File: config.mk
export PLATFORM = sky130hd
export DESIGN_NAME = sha224_sha256_hash_engine_flat
export DESIGN_NICKNAME = d
export VERILOG_FILES = /design/src/sv/she_pkg.sv /design/src/sv/she_if.sv /design/src/sv/she_datapath.sv /design/src/sv/she_ctrl.sv /design/src/sv/sha224_sha256_hash_engine.sv /design/src/flat_wrapper.sv
export VERILOG_INCLUDE_DIRS = /design/src /design/src/sv
export SDC_FILE = /design/constraint.sdc
export NUM_CORES = 2
export LEC_CHECK = 0
export BUFFER_PORTS_ARGS = -buffer_cell sky130_fd_sc_hd__buf_2
export CAP_MARGIN = 20
export CORE_MARGIN = 2
export CORE_UTILIZATION = 40
export DETAILED_ROUTE_END_ITERATION = 6
export GPL_ROUTABILITY_DRIVEN = 0
export GPL_TIMING_DRIVEN = 0
export SYNTH_ARGS = -nofsm -noshare
export SYNTH_HDL_FRONTEND = slang
export SYNTH_SLANG_ARGS = --single-unit
File: constraint.sdc
create_clock -name clk -period 11.56 [get_ports clk]
set_input_delay 2.312 -clock clk [delete_from_list [all_inputs] [get_ports clk]]
set_output_delay 2.312 -clock clk [all_outputs]
set_load 0.05 [all_outputs]
File: src/sv/sha224_sha256_hash_engine_assert.svh
// Assertion macros for the SHA-224/256 hash engine.
// Included by the modules that carry concurrent checks.
`ifndef SHA224_SHA256_HASH_ENGINE_ASSERT_SVH
`define SHA224_SHA256_HASH_ENGINE_ASSERT_SVH

// Check that a property holds on every clock edge outside reset.
`define SHE_ASSERT(label, prop, msg) \
	label: assert property (@(posedge clk) disable iff (!arst_n) (prop)) else $error(msg);

`endif

File: src/sv/she_pkg.sv
// Package for the SHA-224/256 hash engine: round constants, initial hash values,
// controller state type and command/status structs. No dependencies.
`timescale 1ns / 1ps
package she_pkg;

	typedef enum logic [2:0] {
		ST_IDLE,
		ST_PAD,
		ST_ZERO,
		ST_LEN,
		ST_ROUND,
		ST_FINAL,
		ST_EMIT
	} she_state_t;

	typedef struct packed {
		logic absorb;       // write input byte at current position
		logic put_pad;      // write 0x80 at current position
		logic put_len;      // write bit count into words 14 and 15
		logic comp_start;   // load working vars, start round counter
		logic round;        // run one round
		logic comp_fold;    // add working vars into chaining value, clear block
		logic restart;      // reload initial hash value, clear position and count
	} she_cmd_t;

	typedef struct packed {
		logic       block_full;  // position at 63: the next absorb fills the block
		logic       pad_spill;   // position after 0x80 is past 56
		logic       round_last;  // round counter at 63
	} she_status_t;

	localparam logic [31:0] ROUND_K [64] = '{
		32'h428a2f98, 32'h71374491, 32'hb5c0fbcf, 32'he9b5dba5,
		32'h3956c25b, 32'h59f111f1, 32'h923f82a4, 32'hab1c5ed5,
		32'hd807aa98, 32'h12835b01, 32'h243185be, 32'h550c7dc3,
		32'h72be5d74, 32'h80deb1fe, 32'h9bdc06a7, 32'hc19bf174,
		32'he49b69c1, 32'hefbe4786, 32'h0fc19dc6, 32'h240ca1cc,
		32'h2de92c6f, 32'h4a7484aa, 32'h5cb0a9dc, 32'h76f988da,
		32'h983e5152, 32'ha831c66d, 32'hb00327c8, 32'hbf597fc7,
		32'hc6e00bf3, 32'hd5a79147, 32'h06ca6351, 32'h14292967,
		32'h27b70a85, 32'h2e1b2138, 32'h4d2c6dfc, 32'h53380d13,
		32'h650a7354, 32'h766a0abb, 32'h81c2c92e, 32'h92722c85,
		32'ha2bfe8a1, 32'ha81a664b, 32'hc24b8b70, 32'hc76c51a3,
		32'hd192e819, 32'hd6990624, 32'hf40e3585, 32'h106aa070,
		32'h19a4c116, 32'h1e376c08, 32'h2748774c, 32'h34b0bcb5,
		32'h391c0cb3, 32'h4ed8aa4a, 32'h5b9cca4f, 32'h682e6ff3,
		32'h748f82ee, 32'h78a5636f, 32'h84c87814, 32'h8cc70208,
		32'h90befffa, 32'ha4506ceb, 32'hbef9a3f7, 32'hc67178f2
	};

	localparam logic [31:0] IV_256 [8] = '{
		32'h6a09e667, 32'hbb67ae85, 32'h3c6ef372, 32'ha54ff53a,
		32'h510e527f, 32'h9b05688c, 32'h1f83d9ab, 32'h5be0cd19
	};

	localparam logic [31:0] IV_224 [8] = '{
		32'hc1059ed8, 32'h367cd507, 32'h3070dd17, 32'hf70e5939,
		32'hffc00b31, 32'h68581511, 32'h64f98fa7, 32'hbefa4fa4
	};

	localparam logic [7:0] PAD_BYTE = 8'h80;
	localparam logic [5:0] LEN_POS = 6'd56;
	localparam int unsigned WORDS_256 = 8;
	localparam int unsigned WORDS_224 = 7;

	function automatic logic [31:0] rotr(input logic [31:0] x, input int unsigned n);
		rotr = (x >> n) | (x << (32 - n));
	endfunction

endpackage

File: src/sv/she_if.sv
// Valid/ready channel interfaces for the SHA-224/256 hash engine.
// No dependencies.
`timescale 1ns / 1ps
interface she_in_if;
	logic       valid;
	logic       ready;
	logic [7:0] data_byte;
	logic       byte_valid;
	logic       last;
	modport source (output valid, data_byte, byte_valid, last, input ready);
	modport sink (input valid, data_byte, byte_valid, last, output ready);
endinterface

interface she_out_if;
	logic        valid;
	logic        ready;
	logic [31:0] digest_word;
	logic [2:0]  word_index;
	logic        last_word;
	modport source (output valid, digest_word, word_index, last_word, input ready);
	modport sink (input valid, digest_word, word_index, last_word, output ready);
endinterface

File: src/sv/she_datapath.sv
// Datapath: block buffer, message schedule, round unit, chaining value, bit count.
// Depends on she_pkg.
`timescale 1ns / 1ps
module she_datapath (
	input  logic                 clk,
	input  logic                 arst_n,
	input  she_pkg::she_cmd_t    cmd,
	output she_pkg::she_status_t status,
	input  logic                 mode,
	input  logic [7:0]           data_byte,
	input  logic [2:0]           rd_index,
	output logic [31:0]          rd_word
);
	import she_pkg::*;

	logic [31:0] blk_q [16];   // block buffer, reused as schedule window
	logic [31:0] cv_q [8];
	logic [31:0] v_q [8];
	logic [5:0]  pos_q;
	logic [63:0] count_q;
	logic [5:0]  rnd_q;

	logic [31:0] w_t, w_new, s0, s1, t1, t2, sig1, sig0, ch, maj;
	logic [1:0]  sub;
	logic [3:0]  widx;
	logic [4:0]  sh;
	logic [31:0] ins_byte;
	logic        ins;

	// Schedule window: blk_q[0] is w[t]; shift left each round.
	assign w_t = blk_q[0];
	assign s0 = rotr(blk_q[1], 7) ^ rotr(blk_q[1], 18) ^ (blk_q[1] >> 3);
	assign s1 = rotr(blk_q[14], 17) ^ rotr(blk_q[14], 19) ^ (blk_q[14] >> 10);
	assign w_new = blk_q[0] + s0 + blk_q[9] + s1;

	assign sig1 = rotr(v_q[4], 6) ^ rotr(v_q[4], 11) ^ rotr(v_q[4], 25);
	assign ch = (v_q[4] & v_q[5]) ^ (~v_q[4] & v_q[6]);
	assign t1 = v_q[7] + sig1 + ch + ROUND_K[rnd_q] + w_t;
	assign sig0 = rotr(v_q[0], 2) ^ rotr(v_q[0], 13) ^ rotr(v_q[0], 22);
	assign maj = (v_q[0] & v_q[1]) ^ (v_q[0] & v_q[2]) ^ (v_q[1] & v_q[2]);
	assign t2 = sig0 + maj;

	assign sub = pos_q[1:0];
	assign widx = pos_q[5:2];
	assign sh = {~sub, 3'b000};
	assign ins = cmd.absorb || cmd.put_pad;
	assign ins_byte = {24'd0, cmd.put_pad ? PAD_BYTE : data_byte} << sh;

	assign status.block_full = (pos_q == 6'd63);
	assign status.pad_spill = (pos_q > LEN_POS - 6'd1);
	assign status.round_last = (rnd_q == 6'd63);
	assign rd_word = cv_q[rd_index];

	always_ff @(posedge clk or negedge arst_n) begin
		if (!arst_n) begin
			pos_q <= '0;
			count_q <= '0;
			rnd_q <= '0;
			for (int i = 0; i < 16; i++) blk_q[i] <= '0;
			for (int i = 0; i < 8; i++) cv_q[i] <= IV_256[i];
			for (int i = 0; i < 8; i++) v_q[i] <= '0;
		end else begin
			if (ins) begin
				// bytes after pos are always zero, so OR suffices
				blk_q[widx] <= blk_q[widx] | ins_byte;
				pos_q <= pos_q + 6'd1;
				if (cmd.absorb) count_q <= count_q + 64'd8;
			end
			if (cmd.put_len) begin
				blk_q[14] <= count_q[63:32];
				blk_q[15] <= count_q[31:0];
			end
			if (cmd.comp_start) begin
				rnd_q <= '0;
				for (int i = 0; i < 8; i++) v_q[i] <= cv_q[i];
			end
			if (cmd.round) begin
				rnd_q <= rnd_q + 6'd1;
				for (int i = 0; i < 15; i++) blk_q[i] <= blk_q[i + 1];
				blk_q[15] <= w_new;
				v_q[7] <= v_q[6];
				v_q[6] <= v_q[5];
				v_q[5] <= v_q[4];
				v_q[4] <= v_q[3] + t1;
				v_q[3] <= v_q[2];
				v_q[2] <= v_q[1];
				v_q[1] <= v_q[0];
				v_q[0] <= t1 + t2;
			end
			if (cmd.comp_fold) begin
				for (int i = 0; i < 8; i++) cv_q[i] <= cv_q[i] + v_q[i];
				for (int i = 0; i < 16; i++) blk_q[i] <= '0;
				pos_q <= '0;
			end
			if (cmd.restart) begin
				for (int i = 0; i < 8; i++) cv_q[i] <= mode ? IV_224[i] : IV_256[i];
				for (int i = 0; i < 16; i++) blk_q[i] <= '0;
				pos_q <= '0;
				count_q <= '0;
			end
		end
	end

endmodule

File: src/sv/she_ctrl.sv
// Controller FSM: sequences absorb, padding, compression rounds and digest output.
// Depends on she_pkg and the assertion macro header.
`timescale 1ns / 1ps
`include "sha224_sha256_hash_engine_assert.svh"
module she_ctrl (
	input  logic                 clk,
	input  logic                 arst_n,
	input  logic                 in_valid,
	input  logic                 byte_valid,
	input  logic                 last,
	output logic                 in_ready,
	output logic                 out_valid,
	input  logic                 out_ready,
	input  logic                 mode,
	input  logic                 cfg_we,
	input  she_pkg::she_status_t status,
	output she_pkg::she_cmd_t    cmd,
	output logic [2:0]           word_index,
	output logic                 last_word
);
	import she_pkg::*;

	she_state_t state_q, state_d;
	logic       fin_q, fin_d;     // compression belongs to the final block
	logic       spill_q, spill_d; // padding needs a second block
	logic       lenp_q, lenp_d;   // spilled block done, length block next
	logic [2:0] widx_q, widx_d;
	logic       acc;

	assign in_ready = (state_q == ST_IDLE);
	assign acc = in_valid && in_ready;
	assign out_valid = (state_q == ST_EMIT);
	assign word_index = widx_q;
	assign last_word = mode ? (widx_q == 3'(WORDS_224 - 1)) : (widx_q == 3'(WORDS_256 - 1));

	always_ff @(posedge clk or negedge arst_n) begin
		if (!arst_n) begin
			state_q <= ST_IDLE;
			fin_q <= 1'b0;
			spill_q <= 1'b0;
			lenp_q <= 1'b0;
			widx_q <= '0;
		end else begin
			state_q <= state_d;
			fin_q <= fin_d;
			spill_q <= spill_d;
			lenp_q <= lenp_d;
			widx_q <= widx_d;
		end
	end

	always_comb begin
		state_d = state_q;
		fin_d = fin_q;
		spill_d = spill_q;
		lenp_d = lenp_q;
		widx_d = widx_q;
		cmd = '0;
		unique case (state_q)
			ST_IDLE: begin
				cmd.restart = cfg_we;
				if (acc) begin
					cmd.absorb = byte_valid;
					if (byte_valid && status.block_full) begin
						cmd.comp_start = 1'b1;
						fin_d = 1'b0;
						state_d = ST_ROUND;
						// full-block compression first, then padding
						spill_d = last;
					end else if (last) begin
						state_d = ST_PAD;
					end
				end
			end
			ST_PAD: begin
				cmd.put_pad = 1'b1;
				spill_d = 1'b0;
				state_d = status.pad_spill ? ST_ZERO : ST_LEN;
			end
			ST_ZERO: begin
				// tail already zero: compress the spilled block as is
				cmd.comp_start = 1'b1;
				fin_d = 1'b0;
				lenp_d = 1'b1;
				state_d = ST_ROUND;
			end
			ST_LEN: begin
				cmd.put_len = 1'b1;
				cmd.comp_start = 1'b1;
				fin_d = 1'b1;
				state_d = ST_ROUND;
			end
			ST_ROUND: begin
				cmd.round = 1'b1;
				if (status.round_last) state_d = ST_FINAL;
			end
			ST_FINAL: begin
				cmd.comp_fold = 1'b1;
				widx_d = '0;
				if (fin_q) begin
					state_d = ST_EMIT;
				end else if (spill_q) begin
					state_d = ST_PAD;
				end else if (lenp_q) begin
					lenp_d = 1'b0;
					state_d = ST_LEN;
				end else begin
					state_d = ST_IDLE;
				end
			end
			ST_EMIT: begin
				if (out_ready) begin
					widx_d = widx_q + 3'd1;
					if (last_word) begin
						cmd.restart = 1'b1;
						state_d = ST_IDLE;
					end
				end
			end
			default: state_d = ST_IDLE;
		endcase
	end

	`SHE_ASSERT(a_ready_only_idle, in_ready |-> !out_valid, "ready while emitting")
	`SHE_ASSERT(a_emit_after_final, $rose(out_valid) |-> $past(state_q == ST_FINAL && fin_q),
		"digest without final block")
	`SHE_ASSERT(a_first_word_zero, $rose(out_valid) |-> word_index == 3'd0,
		"digest does not start at word 0")
	`SHE_ASSERT(a_rounds_64, (state_q == ST_FINAL) |-> $past(status.round_last),
		"fold without 64 rounds")

endmodule

File: src/sv/sha224_sha256_hash_engine.sv
// SHA-224/256 hash engine top level: controller, datapath and mode register.
// Depends on she_pkg, she_if, she_ctrl and she_datapath.
`timescale 1ns / 1ps
// Takes one message byte per transfer on the input channel and returns the digest as 32-bit
// words (8 for SHA-256, 7 for SHA-224 when the mode bit is 1). Bytes are accepted only while
// idle; the 64th byte of a block starts the one-round-per-cycle compression unit, and no
// input is taken until it is done. A last byte adds padding and one or two compressions,
// then one digest word per cycle while out_ready is high on the output channel. A mode
// write in idle reloads the initial hash value and drops any partial message.
module sha224_sha256_hash_engine (
	input  logic    clk,
	input  logic    arst_n,
	input  logic    cfg_we,
	input  logic    cfg_wdata,
	she_in_if.sink  in_ch,
	she_out_if.source out_ch
);
	import she_pkg::*;

	logic        mode_q;
	she_cmd_t    cmd;
	she_status_t status;
	logic [2:0]  widx;

	always_ff @(posedge clk or negedge arst_n) begin
		if (!arst_n) begin
			mode_q <= 1'b0;
		end else if (cfg_we) begin
			mode_q <= cfg_wdata;
		end
	end

	she_ctrl u_ctrl (
		.clk        (clk),
		.arst_n     (arst_n),
		.in_valid   (in_ch.valid),
		.byte_valid (in_ch.byte_valid),
		.last       (in_ch.last),
		.in_ready   (in_ch.ready),
		.out_valid  (out_ch.valid),
		.out_ready  (out_ch.ready),
		.mode       (mode_q),
		.cfg_we     (cfg_we),
		.status     (status),
		.cmd        (cmd),
		.word_index (widx),
		.last_word  (out_ch.last_word)
	);

	she_datapath u_dp (
		.clk       (clk),
		.arst_n    (arst_n),
		.cmd       (cmd),
		.status    (status),
		.mode      (cfg_we ? cfg_wdata : mode_q),
		.data_byte (in_ch.data_byte),
		.rd_index  (widx),
		.rd_word   (out_ch.digest_word)
	);

	assign out_ch.word_index = widx;

endmodule
File: src/flat_wrapper.sv
// flat-port wrapper written by rule: the top's interface ports become plain ports
module sha224_sha256_hash_engine_flat import she_pkg::*;
  (clk, arst_n, cfg_we, cfg_wdata, in_ch_valid, in_ch_data_byte, in_ch_byte_valid, in_ch_last, in_ch_ready, out_ch_valid, out_ch_digest_word, out_ch_word_index, out_ch_last_word, out_ch_ready);
  she_in_if in_ch_i ();
  she_out_if out_ch_i ();
  input  logic clk;
  input  logic arst_n;
  input  logic cfg_we;
  input  logic cfg_wdata;
  input wire logic [$bits(in_ch_i.valid)-1:0] in_ch_valid;
  input wire logic [$bits(in_ch_i.data_byte)-1:0] in_ch_data_byte;
  input wire logic [$bits(in_ch_i.byte_valid)-1:0] in_ch_byte_valid;
  input wire logic [$bits(in_ch_i.last)-1:0] in_ch_last;
  output wire logic [$bits(in_ch_i.ready)-1:0] in_ch_ready;
  output wire logic [$bits(out_ch_i.valid)-1:0] out_ch_valid;
  output wire logic [$bits(out_ch_i.digest_word)-1:0] out_ch_digest_word;
  output wire logic [$bits(out_ch_i.word_index)-1:0] out_ch_word_index;
  output wire logic [$bits(out_ch_i.last_word)-1:0] out_ch_last_word;
  input wire logic [$bits(out_ch_i.ready)-1:0] out_ch_ready;
  assign in_ch_i.valid = in_ch_valid;
  assign in_ch_i.data_byte = in_ch_data_byte;
  assign in_ch_i.byte_valid = in_ch_byte_valid;
  assign in_ch_i.last = in_ch_last;
  assign in_ch_ready = in_ch_i.ready;
  assign out_ch_valid = out_ch_i.valid;
  assign out_ch_digest_word = out_ch_i.digest_word;
  assign out_ch_word_index = out_ch_i.word_index;
  assign out_ch_last_word = out_ch_i.last_word;
  assign out_ch_i.ready = out_ch_ready;
  sha224_sha256_hash_engine u_core (.clk(clk), .arst_n(arst_n), .cfg_we(cfg_we), .cfg_wdata(cfg_wdata), .in_ch(in_ch_i), .out_ch(out_ch_i));
endmodule
==> run metrics <==
DR vias/cell=6.63; cts hold-fix bufs=0; fin cells=12,424; DRT Wirelength=400,000 µm; Hold WC Path Type=reg2reg; DRC=363; pre-CTS setup slack=0.681 ns; Critical-path top delay cell=o22ai_1; Root Buffer=clkbuf_16; RR Endpoint=u_core.u_dp.v_q[255]; reg2reg setup slack=0.33 ns; MaxCap Viol Count=0; Die Area=210,000 µm²; Worst Setup SP=u_core.u_dp.rnd_q[1]; core box area=between 200,000 and 250,000 µm²; Setup violations, final=0; IO Port Bufs=53; first-pass GRT wire length=around 560,000 µm; CTS tree=done; Critical Path Max Stage Delay=just over 0.8 ns; Required @ worst endpoint=12.25 ns; Die Span X=458 µm; vias=around 80,000; nets=10,217; Rows=166; syn nets=9,945; reg2reg path depth=37; Setup TNS=0 ns; TritonRoute pass-1 iters=7; clk_lat worst skew=about 0.86 ns; Initial Utilization=40.3%; Crit Path Max Fanout=12; unrepaired setup endpoints after global routing=no; hold path endpoint=u_core.u_dp.blk_q[326]; share of layout cells above drive strength 1=9.34%; HPWL reported at the end of detailed placement=310,000 µm; maximum clock path buffer count=3; Mapped Area=82,400 µm²; worst-margin pin slew=1.34 ns; Setup CP Type=reg2reg; Final Core Density=45.1%; final hold vios=0; violated checks=design-rule violations; Slew Limit Fails=0; crit path DAT=11.92 ns; WL per Instance=approximately 32 µm; warning count from the yosys run=0; Num CTS Buffers=138; minimum clock period=11.23 ns; Hold Path Cell Cnt=2; H-tree depth=4; largest net degree at the start of global routing=~160; outcome=finished, violations left; Post-synth ARST share=100%; Final period util=97.1%; drt initial violations=13,357; Peak Freq=89.1 MHz; antenna violations before repair=20; post-CTS setup buffers=0; Routed Antenna Nets=0; clock slew at reported path FFs=0.06 ns; Netlist cell types=around 110; reg-to-reg startpoint=u_core.u_dp.rnd_q[1]; sequential fraction of the synthesis area=33.8%; Most used DFF post-synth=dfrtp_1; number of global-route vias before repair=76,838; Worst Hold Launch=u_core.u_dp.blk_q[326]; flop and latch count out of synthesis=1,107; number of instances in the placed design=approximately 12,000; EDFF count, synth=0; Relative slew margins=10.4%; GRT overflow=0; I/O pin total=54; Die Height=458 µm; Layout area overhead=12.0%; Setup Skew=0.0447 ns; Mapped Cells=9,338; Syn Area/Cell=8.82 µm²; final setup margin=0.331 ns; CP Capture Type=flop; CP startpoint kind=flop; gr usage total=a little under two fifths; clock sink count=1,107
[area by class of cell]
class / count / area, µm²
Fill cell: 19632 / 112000
Multi-Input combinational cell: 7055 / 50000
Sequential cell: 1107 / 27900
Clock buffer: 193 / 3940
Tap cell: 2688 / 3360
Buffer: 706 / 2730
Inverter: 470 / 1760
Timing Repair Buffer: 132 / 1560
Clock inverter: 56 / 956
Antenna cell: 17 / 42.5
[flip-flops by register name (all words and copies together) (netlist names)]
register	count
u_core.mode_q	1
u_core.u_ctrl.fin_q	1
u_core.u_ctrl.lenp_q	1
u_core.u_ctrl.spill_q	1
u_core.u_ctrl.state_q	3
u_core.u_ctrl.word_index	3
u_core.u_dp.blk_q	480
u_core.u_dp.count_q	61
u_core.u_dp.cv_q	256
u_core.u_dp.pos_q	6
u_core.u_dp.rnd_q	6
u_core.u_dp.v_q	256
u_core.u_dp.w_t	32
[synth_stat cells, types with 46 or more instances]
cell	instances	area share, %
nor2b_1	53	0.40
buf_1	76	0.35
a22oi_1	473	4.3
and3_1	46	0.35
ha_1	396	6.0
mux2_2	60	0.82
nand3_1	139	0.84
dfrtp_1	971	30
mux4_2	230	6.3
xnor2_1	320	3.4
clkbuf_1	603	2.7
o21ai_1	381	2.3
nand2b_1	63	0.48
a211oi_1	74	0.67
nand2_1	1249	5.7
a21oi_1	610	3.7
o21a_1	50	0.46
a22o_1	49	0.52
inv_1	463	2.1
dfstp_2	136	4.3
xor2_1	312	3.3
o21ai_0	544	3.3
a31oi_1	251	1.9
nor2_1	695	3.2
nor3_1	98	0.60
a21o_1	217	2.0
fa_1	195	4.7
a221oi_1	65	0.69
[critical path: cells and delay by family, from the launching register on]
family	cells	cell delay, ns
xor gates and xnor gates	3	0.89
AOI/OAI and AO/OA	17	4.22
and+or+nand+nor	8	2.36
buffers and inverters	4	1.00
DFF	1	0.58
adders and majority gates	5	2.02
[per-layer routing]
| layer | global-route usage (%) | share of wire, % | vias to the layer above |
|---|---|---|---|
| met1 | 45.7 | 35 | 39992 |
| met5 | 1.01 | 0.094 | - |
| met2 | 51.8 | 40 | 6720 |
| li1 | - | - | 33773 |
| met3 | 14.6 | 15 | 1816 |
| met4 | 29.3 | 10 | 14 |
[timing repair]
item                                   in CTS  in global routing
setup endpoints to repair                   0                  1
endpoints found under the hold margin       0                  0
gates resized for setup                     0                  3
[cells in the final DEF, fill, tap and decap left out, types with 65 or more instances in the layout]
master	count
xnor2_1	320
nor3_1	98
nor2_1	692
buf_2	75
dfrtp_1	971
a211oi_1	74
ha_1	396
dfstp_2	136
a21oi_1	610
buf_1	75
a21o_1	217
xor2_1	312
inv_1	463
o21ai_1	380
nand3_1	139
clkbuf_1	614
clkbuf_16	139
nand2_1	1249
mux4_2	230
o21ai_0	544
a31oi_1	251
a221oi_1	65
a22oi_1	473
fa_1	195
[how the worst max path moves through the flow]
stage                             end  slack (ns)
6_report         u_core.u_dp.v_q[255]        0.33
3_5_place_dp     u_core.u_dp.v_q[255]        0.68
5_1_grt          u_core.u_dp.v_q[255]        0.07
2_1_floorplan    u_core.u_dp.v_q[255]        3.05
3_3_place_gp   u_core.u_dp.blk_q[294]      -17.48
4_1_cts          u_core.u_dp.v_q[255]        0.66
[through the flow]
stage | hold WS (ns) | area, µm²
floorplan | 0.456 | 82400
global placement | 0.484 | 86000
detailed placement | 0.494 | 87100
CTS | 0.509 | 92000
global route | 0.525 | 92200
finish | 0.509 | 92300
[cells by family after synthesis]
group | synth area share (%)
compound gates | 22.9
xor+xnor | 6.72
fa+ha+maj | 10.8
buf+inv | 5.43
flops | 33.8
mux | 7.32
simple gates | 13.0
Power is not shown: default switching activity piles up to over one toggle a cycle in this logic, so the estimate is an artifact.
